[config.mk]
export PLATFORM = sky130hd
export DESIGN_NAME = sha1_digest_engine_core
export DESIGN_NICKNAME = d
export VERILOG_FILES = /design/src/hw/rtl/sha1de_pkg.sv /design/src/hw/rtl/sha1de_round.sv /design/src/hw/rtl/sha1_digest_engine_core.sv
export SDC_FILE = /design/constraint.sdc
export NUM_CORES = 2
export LEC_CHECK = 0
export BUFFER_PORTS_ARGS = -buffer_cell sky130_fd_sc_hd__clkbuf_2
export CORE_ASPECT_RATIO = 0.8
export CORE_MARGIN = 2
export CORE_UTILIZATION = 31
export DETAILED_ROUTE_END_ITERATION = 10
export MAX_ROUTING_LAYER = met4
export SETUP_SLACK_MARGIN = 0.15
export SLEW_MARGIN = 40
export SYNTH_ARGS = -nofsm -noshare
export SYNTH_HDL_FRONTEND = slang
export SYNTH_SLANG_ARGS = --single-unit
[constraint.sdc]
create_clock -name aclk -period 8.05 [get_ports aclk]
set_clock_uncertainty 0.1 [all_clocks]
set_input_delay 1.2075 -clock aclk [delete_from_list [all_inputs] [get_ports aclk]]
set_output_delay 1.2075 -clock aclk [all_outputs]
set_load 0.1 [all_outputs]
[src/hw/rtl/sha1de_pkg.sv]
// Shared types and constants for the SHA-1 digest engine.
`timescale 1ns / 1ps

package sha1de_pkg;

    localparam int ROUNDS    = 80;
    localparam int BLK_BITS  = 512;
    localparam int CNT_BITS  = 61;

    localparam logic [6:0] LAST_ROUND = 7'(ROUNDS - 1);

    localparam logic KIND_DATA   = 1'b0;
    localparam logic KIND_FINISH = 1'b1;

    localparam logic [7:0] PAD_BYTE  = 8'h80;
    localparam logic [7:0] ZERO_BYTE = 8'h00;

    localparam logic [5:0] POS_LEN_LAST = 6'd55;
    localparam logic [5:0] POS_BLK_LAST = 6'd63;
    localparam logic [2:0] IDX_LAST     = 3'd4;

    localparam logic [31:0] K_0 = 32'h5a827999;
    localparam logic [31:0] K_1 = 32'h6ed9eba1;
    localparam logic [31:0] K_2 = 32'h8f1bbcdc;
    localparam logic [31:0] K_3 = 32'hca62c1d6;

    localparam logic [4:0][31:0] H_INIT = {
        32'hc3d2e1f0, 32'h10325476, 32'h98badcfe, 32'hefcdab89, 32'h67452301
    };

    typedef enum logic [2:0] {
        ST_IDLE,
        ST_PAD,
        ST_LEN,
        ST_ROUND,
        ST_FOLD,
        ST_OUT
    } state_t;

    typedef struct packed {
        logic [31:0] a;
        logic [31:0] b;
        logic [31:0] c;
        logic [31:0] d;
        logic [31:0] e;
    } work_t;

    typedef struct packed {
        logic [31:0] w0;
        logic [31:0] w2;
        logic [31:0] w8;
        logic [31:0] w13;
    } taps_t;

endpackage

[src/hw/rtl/sha1de_round.sv]
// One SHA-1 compression round and schedule word, reused for all 80 rounds.
`timescale 1ns / 1ps

module sha1de_round
    import sha1de_pkg::*;
(
    input  work_t       work_in,
    input  taps_t       taps,
    input  logic [6:0]  rnd,
    output work_t       work_out,
    output logic [31:0] sched_word
);

    logic [31:0] mix;
    logic [31:0] f_val;
    logic [31:0] k_val;

    always_comb begin
        mix = taps.w13 ^ taps.w8 ^ taps.w2 ^ taps.w0;
        if (rnd < 7'd16) begin
            sched_word = taps.w0;
        end else begin
            sched_word = {mix[30:0], mix[31]};
        end

        priority if (rnd < 7'd20) begin
            f_val = work_in.d ^ (work_in.b & (work_in.c ^ work_in.d));
            k_val = K_0;
        end else if (rnd < 7'd40) begin
            f_val = work_in.b ^ work_in.c ^ work_in.d;
            k_val = K_1;
        end else if (rnd < 7'd60) begin
            f_val = (work_in.b & work_in.c) | ((work_in.b | work_in.c) & work_in.d);
            k_val = K_2;
        end else begin
            f_val = work_in.b ^ work_in.c ^ work_in.d;
            k_val = K_3;
        end

        work_out.a = {work_in.a[26:0], work_in.a[31:27]} + f_val + work_in.e
                     + k_val + sched_word;
        work_out.b = work_in.a;
        work_out.c = {work_in.b[1:0], work_in.b[31:2]};
        work_out.d = work_in.c;
        work_out.e = work_in.d;
    end

endmodule

[src/hw/rtl/sha1_digest_engine_core.sv]
// SHA-1 digest engine: byte intake, padding sequencer and digest output.
// Data item: the 64th byte of a block starts 80 rounds and a fold, with intake stalled.
// Finish item: pad and length bytes go in one per cycle to the block end, each block
// is compressed (one extra block when fewer than 9 bytes remain), then 5 words.
// Throughput is set by the single shared round unit, one round per cycle.
// Reset (aresetn low, synchronous): chaining values to initial, count and position zero.
`timescale 1ns / 1ps

module sha1_digest_engine_core
    import sha1de_pkg::*;
(
    input  logic        aclk,
    input  logic        aresetn,
    input  logic        s_tvalid,
    output logic        s_tready,
    input  logic [7:0]  s_tdata,   // [7:0] data_byte
    input  logic        s_tuser,   // [0] kind
    output logic        m_tvalid,
    input  logic        m_tready,
    output logic [31:0] m_tdata,   // [31:0] digest_word
    output logic [2:0]  m_tuser,   // [2:0] word_index
    output logic        m_tlast
);

    state_t                state_reg, state_next;
    logic [BLK_BITS-1:0]   blk_reg, blk_next;
    logic [5:0]            pos_reg, pos_next;
    logic [CNT_BITS-1:0]   cnt_reg, cnt_next;
    logic [63:0]           len_reg, len_next;
    logic [6:0]            rnd_reg, rnd_next;
    work_t                 work_reg, work_next;
    logic [4:0][31:0]      hash_reg, hash_next;
    logic [2:0]            idx_reg, idx_next;
    logic                  fin_reg, fin_next;
    logic                  lendone_reg, lendone_next;

    logic        s_acc;
    logic        m_acc;
    logic        shift_en;
    logic [7:0]  byte_in;
    taps_t       taps;
    work_t       rnd_out;
    logic [31:0] sched_word;

    assign s_acc = s_tvalid && s_tready;
    assign m_acc = m_tvalid && m_tready;

    assign taps.w0  = blk_reg[511:480];
    assign taps.w2  = blk_reg[447:416];
    assign taps.w8  = blk_reg[255:224];
    assign taps.w13 = blk_reg[95:64];

    sha1de_round u_round (
        .work_in    (work_reg),
        .taps       (taps),
        .rnd        (rnd_reg),
        .work_out   (rnd_out),
        .sched_word (sched_word)
    );

    always_comb begin
        state_next = state_reg;
        unique case (state_reg)
            ST_IDLE: begin
                if (s_acc) begin
                    priority if (pos_reg == POS_BLK_LAST) begin
                        state_next = ST_ROUND;
                    end else if (s_tuser == KIND_FINISH && pos_reg == POS_LEN_LAST) begin
                        state_next = ST_LEN;
                    end else if (s_tuser == KIND_FINISH) begin
                        state_next = ST_PAD;
                    end else begin
                        state_next = ST_IDLE;
                    end
                end
            end
            ST_PAD: begin
                priority if (pos_reg == POS_BLK_LAST) begin
                    state_next = ST_ROUND;
                end else if (pos_reg == POS_LEN_LAST) begin
                    state_next = ST_LEN;
                end else begin
                    state_next = ST_PAD;
                end
            end
            ST_LEN: begin
                if (pos_reg == POS_BLK_LAST) begin
                    state_next = ST_ROUND;
                end
            end
            ST_ROUND: begin
                if (rnd_reg == LAST_ROUND) begin
                    state_next = ST_FOLD;
                end
            end
            ST_FOLD: begin
                priority if (!fin_reg) begin
                    state_next = ST_IDLE;
                end else if (lendone_reg) begin
                    state_next = ST_OUT;
                end else begin
                    state_next = ST_PAD;
                end
            end
            ST_OUT: begin
                if (m_acc && idx_reg == IDX_LAST) begin
                    state_next = ST_IDLE;
                end
            end
            default: state_next = ST_IDLE;
        endcase
    end

    always_comb begin
        s_tready = (state_reg == ST_IDLE);
        m_tvalid = (state_reg == ST_OUT);
        m_tdata  = hash_reg[idx_reg];
        m_tuser  = idx_reg;
        m_tlast  = (idx_reg == IDX_LAST);
    end

    always_comb begin
        shift_en = 1'b0;
        byte_in  = ZERO_BYTE;
        unique case (state_reg)
            ST_IDLE: begin
                shift_en = s_acc;
                byte_in  = (s_tuser == KIND_FINISH) ? PAD_BYTE : s_tdata;
            end
            ST_PAD: begin
                shift_en = 1'b1;
            end
            ST_LEN: begin
                shift_en = 1'b1;
                byte_in  = len_reg[63:56];
            end
            default: begin
                shift_en = 1'b0;
            end
        endcase

        blk_next     = blk_reg;
        pos_next     = pos_reg;
        cnt_next     = cnt_reg;
        len_next     = len_reg;
        fin_next     = fin_reg;
        lendone_next = lendone_reg;
        hash_next    = hash_reg;
        idx_next     = idx_reg;

        if (shift_en) begin
            blk_next = {blk_reg[BLK_BITS-9:0], byte_in};
            pos_next = pos_reg + 6'd1;
        end

        if (state_reg == ST_IDLE && s_acc) begin
            if (s_tuser == KIND_FINISH) begin
                fin_next     = 1'b1;
                lendone_next = 1'b0;
                len_next     = {cnt_reg, 3'b000};
            end else begin
                cnt_next = cnt_reg + CNT_BITS'(1);
            end
        end

        if (state_reg == ST_LEN) begin
            len_next = {len_reg[55:0], ZERO_BYTE};
            if (pos_reg == POS_BLK_LAST) begin
                lendone_next = 1'b1;
            end
        end

        if (state_reg == ST_ROUND) begin
            blk_next  = {blk_reg[BLK_BITS-33:0], sched_word};
            work_next = rnd_out;
            rnd_next  = rnd_reg + 7'd1;
        end else begin
            work_next.a = hash_reg[0];
            work_next.b = hash_reg[1];
            work_next.c = hash_reg[2];
            work_next.d = hash_reg[3];
            work_next.e = hash_reg[4];
            rnd_next    = 7'd0;
        end

        if (state_reg == ST_FOLD) begin
            hash_next[0] = hash_reg[0] + work_reg.a;
            hash_next[1] = hash_reg[1] + work_reg.b;
            hash_next[2] = hash_reg[2] + work_reg.c;
            hash_next[3] = hash_reg[3] + work_reg.d;
            hash_next[4] = hash_reg[4] + work_reg.e;
        end

        if (m_acc) begin
            if (idx_reg == IDX_LAST) begin
                idx_next     = 3'd0;
                hash_next    = H_INIT;
                cnt_next     = '0;
                fin_next     = 1'b0;
                lendone_next = 1'b0;
            end else begin
                idx_next = idx_reg + 3'd1;
            end
        end
    end

    always_ff @(posedge aclk) begin
        if (!aresetn) begin
            state_reg   <= ST_IDLE;
            pos_reg     <= '0;
            cnt_reg     <= '0;
            rnd_reg     <= '0;
            hash_reg    <= H_INIT;
            idx_reg     <= '0;
            fin_reg     <= 1'b0;
            lendone_reg <= 1'b0;
        end else begin
            state_reg   <= state_next;
            pos_reg     <= pos_next;
            cnt_reg     <= cnt_next;
            rnd_reg     <= rnd_next;
            hash_reg    <= hash_next;
            idx_reg     <= idx_next;
            fin_reg     <= fin_next;
            lendone_reg <= lendone_next;
        end
    end

    always_ff @(posedge aclk) begin
        blk_reg  <= blk_next;
        len_reg  <= len_next;
        work_reg <= work_next;
    end

`ifndef SYNTHESIS
    a_one_side: assert property (@(posedge aclk) disable iff (!aresetn)
        !(s_tready && m_tvalid))
        else $error("intake and digest output active together");

    a_round_range: assert property (@(posedge aclk) disable iff (!aresetn)
        (state_reg == ST_ROUND) |-> (rnd_reg <= LAST_ROUND))
        else $error("round counter past last round");

    a_block_aligned: assert property (@(posedge aclk) disable iff (!aresetn)
        (state_reg != ST_ROUND && state_next == ST_ROUND) |=> (pos_reg == 6'd0))
        else $error("compression started on a partial block");

    a_reinit: assert property (@(posedge aclk) disable iff (!aresetn)
        (m_acc && m_tlast) |=> (hash_reg == H_INIT && cnt_reg == '0 && !fin_reg))
        else $error("hash state not reinitialized after digest");

    a_out_after_len: assert property (@(posedge aclk) disable iff (!aresetn)
        (state_reg == ST_OUT) |-> (fin_reg && lendone_reg && pos_reg == 6'd0))
        else $error("digest emitted before length block compressed");
`endif

endmodule
==> metrics.md <==
| Metric | Value |
|---|---|
| CP peak stage delay | `0.53 ns` |
| CTS tree | `built` |
| Clock Latency Late Sink | `0.71 ns` |
| DR vias/cell | `4.974` |
| Commonest non-fill, non-tap cell in the layout | `nand2_1` |
| Initial antenna violation count | `3` |
| Status | `finished, final reports clean` |
| Crit-path slowest cell | `a21oi_1` |
| Slew Limit Fails | `0` |
| Synthesized instance count | `5870` |
| Final count of hold timing violations | `0` |
| GPL Wtd Cong | `0.9107` |
| Minimum clock period after layout | `6.750 ns` |
| IO Port Bufs | `50` |
| Cts repair resizes | `0` |
| R2R Path Start | `rnd_reg[6]` |
| Hold path start | `rnd_reg[0]` |
| Initial Utilization | `31.24%` |
| Avg Synthesized Cell Area | `9.024 um2` |
| Net Sw Frac | `25.92%` |
| Startpoint type of the worst setup path | `flip-flop` |
| Critical-path cell list | `nor3_2 -> buf_4 -> buf_4 -> nor2_1 -> a21oi_1 -> fa_1 -> inv_1 -> fa_1 -> inv_1 -> fa_1 -> inv_1 -> ha_1 -> a21o_1 -> o41ai_1 -> o21ai_0 -> nor2b_1 -> o21ai_0 -> o21ai_0 -> a211oi_1 -> xor2_1 -> o21ai_0` |
| Yosys reg bits | `975` |
| Leak Pwr | `25.17 nW` |
| DIE AREA | `174200 um2` |
| Iter 0 DRT Violations | `4015` |
| R2r endpoint | `work_reg[158]` |
| Synth Net Count | `6204` |
| Root buf cell | `clkbuf_16` |
| Max Used Layer | `met4` |
| Number of buffers created by CTS | `98` |
| DRC viols | `0` |
| FFs w/ async S/R, synth | `0%` |
| Met1 WL | `71.66 mm` |
| Clock buffer depth | `3` |
| Nets | `6137` |
| Final period util | `83.85%` |
| Kind of cell adding the most delay to the critical path | `compound AO/OA/AOI/OAI gates` |
| Worst hold stages | `1` |
| Critical Path Most Common Cell | `o21ai_0` |
| Mean routed wirelength per cell | `17.67 um` |
| GRT Util Overall | `16.60%` |
| Synthesized area | `52970 um2` |
| Worst path bufs/invs | `5` |
| # placed instances | `7958` |
| Most frequent cells in the layout | `nand2_1 (2074), edfxtp_1 (568), dfxtp_1 (405)` |
| Reg2reg path depth | `21` |
| Clock share of power | `39.3%` |
| Post-Layout Cell Count | `8145` |
| Number of synthesized flops with an enable pin | `568` |
| Routed Wire Length | `143.9 mm` |
| Vias | `40510` |
| CP required | `8.53 ns` |
| Class of the most critical setup path | `flip-flop to flip-flop` |
| Critical path arrival | `7.23 ns` |
| Total chip power | `11.96 mW` |
| Clock slew at reported path FFs | `0.06 ns` |
| # setup viols final | `0` |
| Min-Delay Path Class | `flip-flop to flip-flop` |
| Synth Flop Type | `edfxtp_1` |
| Num rows | `135` |
| Min-Delay Endpoint | `rnd_reg[0]` |
| Detailed Routing Iterations Pass 1 | `6` |
| Endpoint class of the critical path | `flip-flop` |
| Htree depth | `3` |
| Met3 Wirelength | `9.333 mm` |
| First-pass GRT wire length | `223.0 mm` |
| Max FFs per register | `512` |
| Yosys cell types | `86` |
| Register share of total power | `49.7%` |
| Worst-Margin Slew | `0.9335 ns` |
| PwrDens | `202.9 nW/um2` |
| Clock Sinks | `975` |
| Ys Warns | `0` |
| Die Height | `373.7 um` |
| Vias in the first global route | `37460` |
| # hold bufs at CTS | `0` |
| DPL Wire Length | `101.4 mm` |
| Overflow after GRT | `0` |
| Layout cells sized above 1 | `5.608%` |
| Psw | `3.101 mW` |
| Area delta synth->final | `11.28%` |
| Met2 wire length | `60.27 mm` |
| Slack of the worst reg-to-reg path | `1.30 ns` |
| CP Max Fanout | `34` |
| Cell-internal power | `8.862 mW` |
| ANT nets after route | `0` |
| Fin Setup TNS | `0 ns` |
| Die W | `466.2 um` |
| Max Clk Rate | `148.2 MHz` |
| Comb pwr share | `11.0%` |
| Number of max-cap violations | `0` |
| Relative slew margins | `37.47%` |
| RSZ-0062 raised after global routing | `false` |
| Core area | `169600 um2` |
| Largest net degree at the start of global routing | `201` |
| IO Pins | `51` |
| Register area share after synthesis | `47.58%` |
| Maximum VDD drop | `0.1623 mV` |
| Postcts setup bufs | `0` |
[worst max-delay path by stage]
stage / start / endpoint / slack, ns / cells past startpoint
global placement: rnd_reg[6] / work_reg[158] / 1.68 / 21
floorplan: s_tvalid / blk_reg[0] / 1.89 / 3
global route: rnd_reg[3] / work_reg[158] / 1.05 / 22
finish: rnd_reg[6] / work_reg[158] / 1.30 / 21
CTS: rnd_reg[6] / work_reg[158] / 1.49 / 21
detailed placement: rnd_reg[6] / work_reg[158] / 1.50 / 21
[final cells by class]
class	instances	area [um2]
tap	2260	2828
clock inverter	62	585.6
antenna	1	2.502
clock buffer	119	2633
fill	17330	110600
sequential	975	25210
multi-input combinational	4320	25670
inverter	310	1165
timing repair buffer	98	857.1
[cells by family after synthesis]
family                     count (synthesis)  synth area share [%]
and+or+nand+nor                         2612                 19.83
AOI/OAI and AO/OA                        999                 11.78
DFF                                      975                 47.58
buffers and inverters                    575                 4.098
adders and majority gates                321                 9.354
xor gates and xnor gates                 316                 5.225
muxes                                     72                 2.131
[power by group through the flow]
stage | Combinational [mW] | Clock [mW] | Sequential (mW)
6_report | 1.31 | 4.70 | 5.95
5_1_grt | 1.47 | 4.99 | 6.00
4_1_cts | 1.31 | 4.80 | 5.95
3_5_place_dp | 1.30 | 0 | 6.06
3_3_place_gp | 1.28 | 0 | 6.05
2_1_floorplan | 0.962 | 0 | 6.00
[metrics by stage]
step                      cell area (um2)  hold slack, ns  utilization (%)  setup WS, ns
after floorplan                     52970          0.3179                -         1.890
after global placement              55460          0.3347            32.70         1.677
after detailed placement            55570          0.3370            32.77         1.499
after CTS                           58790          0.3510            34.67         1.493
after global routing                58950          0.3626            34.76         1.049
final                               58950          0.3486            34.76         1.300
[routing by layer]
metal	up-vias	global-route usage, %
met5	-	-
met4	0	3.554
met3	171	2.538
met2	1127	23.10
met1	19530	25.09
li1	19680	-
[worst reg2reg max path, cell delays in order, from the launching register on]
cell and delay [ns]:
dfxtp_1 0.38, nor3_2 0.20, buf_4 0.34, buf_4 0.38, nor2_1 0.10, a21oi_1 0.53
fa_1 0.53, inv_1 0.09, fa_1 0.16, inv_1 0.06, fa_1 0.50, inv_1 0.05
ha_1 0.36, a21o_1 0.23, o41ai_1 0.44, o21ai_0 0.36, nor2b_1 0.28, o21ai_0 0.53
o21ai_0 0.35, a211oi_1 0.37, xor2_1 0.19, o21ai_0 0.09
[Yosys cell counts, types with 7 or more instances]
cell / count / area (um2)
nand4_1: 24 / 150.1
a21o_1: 81 / 608.1
and4_1: 8 / 70.07
o31ai_1: 11 / 82.58
o21a_1: 22 / 165.2
or3_1: 22 / 137.6
a221oi_1: 9 / 78.83
mux4_2: 32 / 720.7
inv_1: 306 / 1149
and3_1: 31 / 193.9
and2_1: 19 / 118.9
o21ai_0: 308 / 1541
xnor2_1: 206 / 1804
fa_1: 125 / 2502
a22oi_1: 9 / 67.56
a21oi_1: 263 / 1316
nand3_1: 72 / 360.4
edfxtp_1: 568 / 17060
nor2_1: 256 / 960.9
clkbuf_1: 243 / 912.1
ha_1: 196 / 2452
nor3_1: 24 / 120.1
o211ai_1: 50 / 375.4
mux2i_1: 34 / 340.3
nand3b_1: 8 / 60.06
nand2b_1: 19 / 118.9
nor2b_1: 20 / 125.1
buf_1: 20 / 75.07
o21bai_1: 25 / 187.7
nand2_1: 2075 / 7789
dfxtp_1: 407 / 8148
a31oi_1: 21 / 131.4
a211oi_1: 45 / 337.8
o22ai_1: 19 / 118.9
xor2_1: 110 / 963.4
nor3b_1: 7 / 52.55
a22o_1: 50 / 437.9
Note: power is estimated with default switching activity, not from simulation.
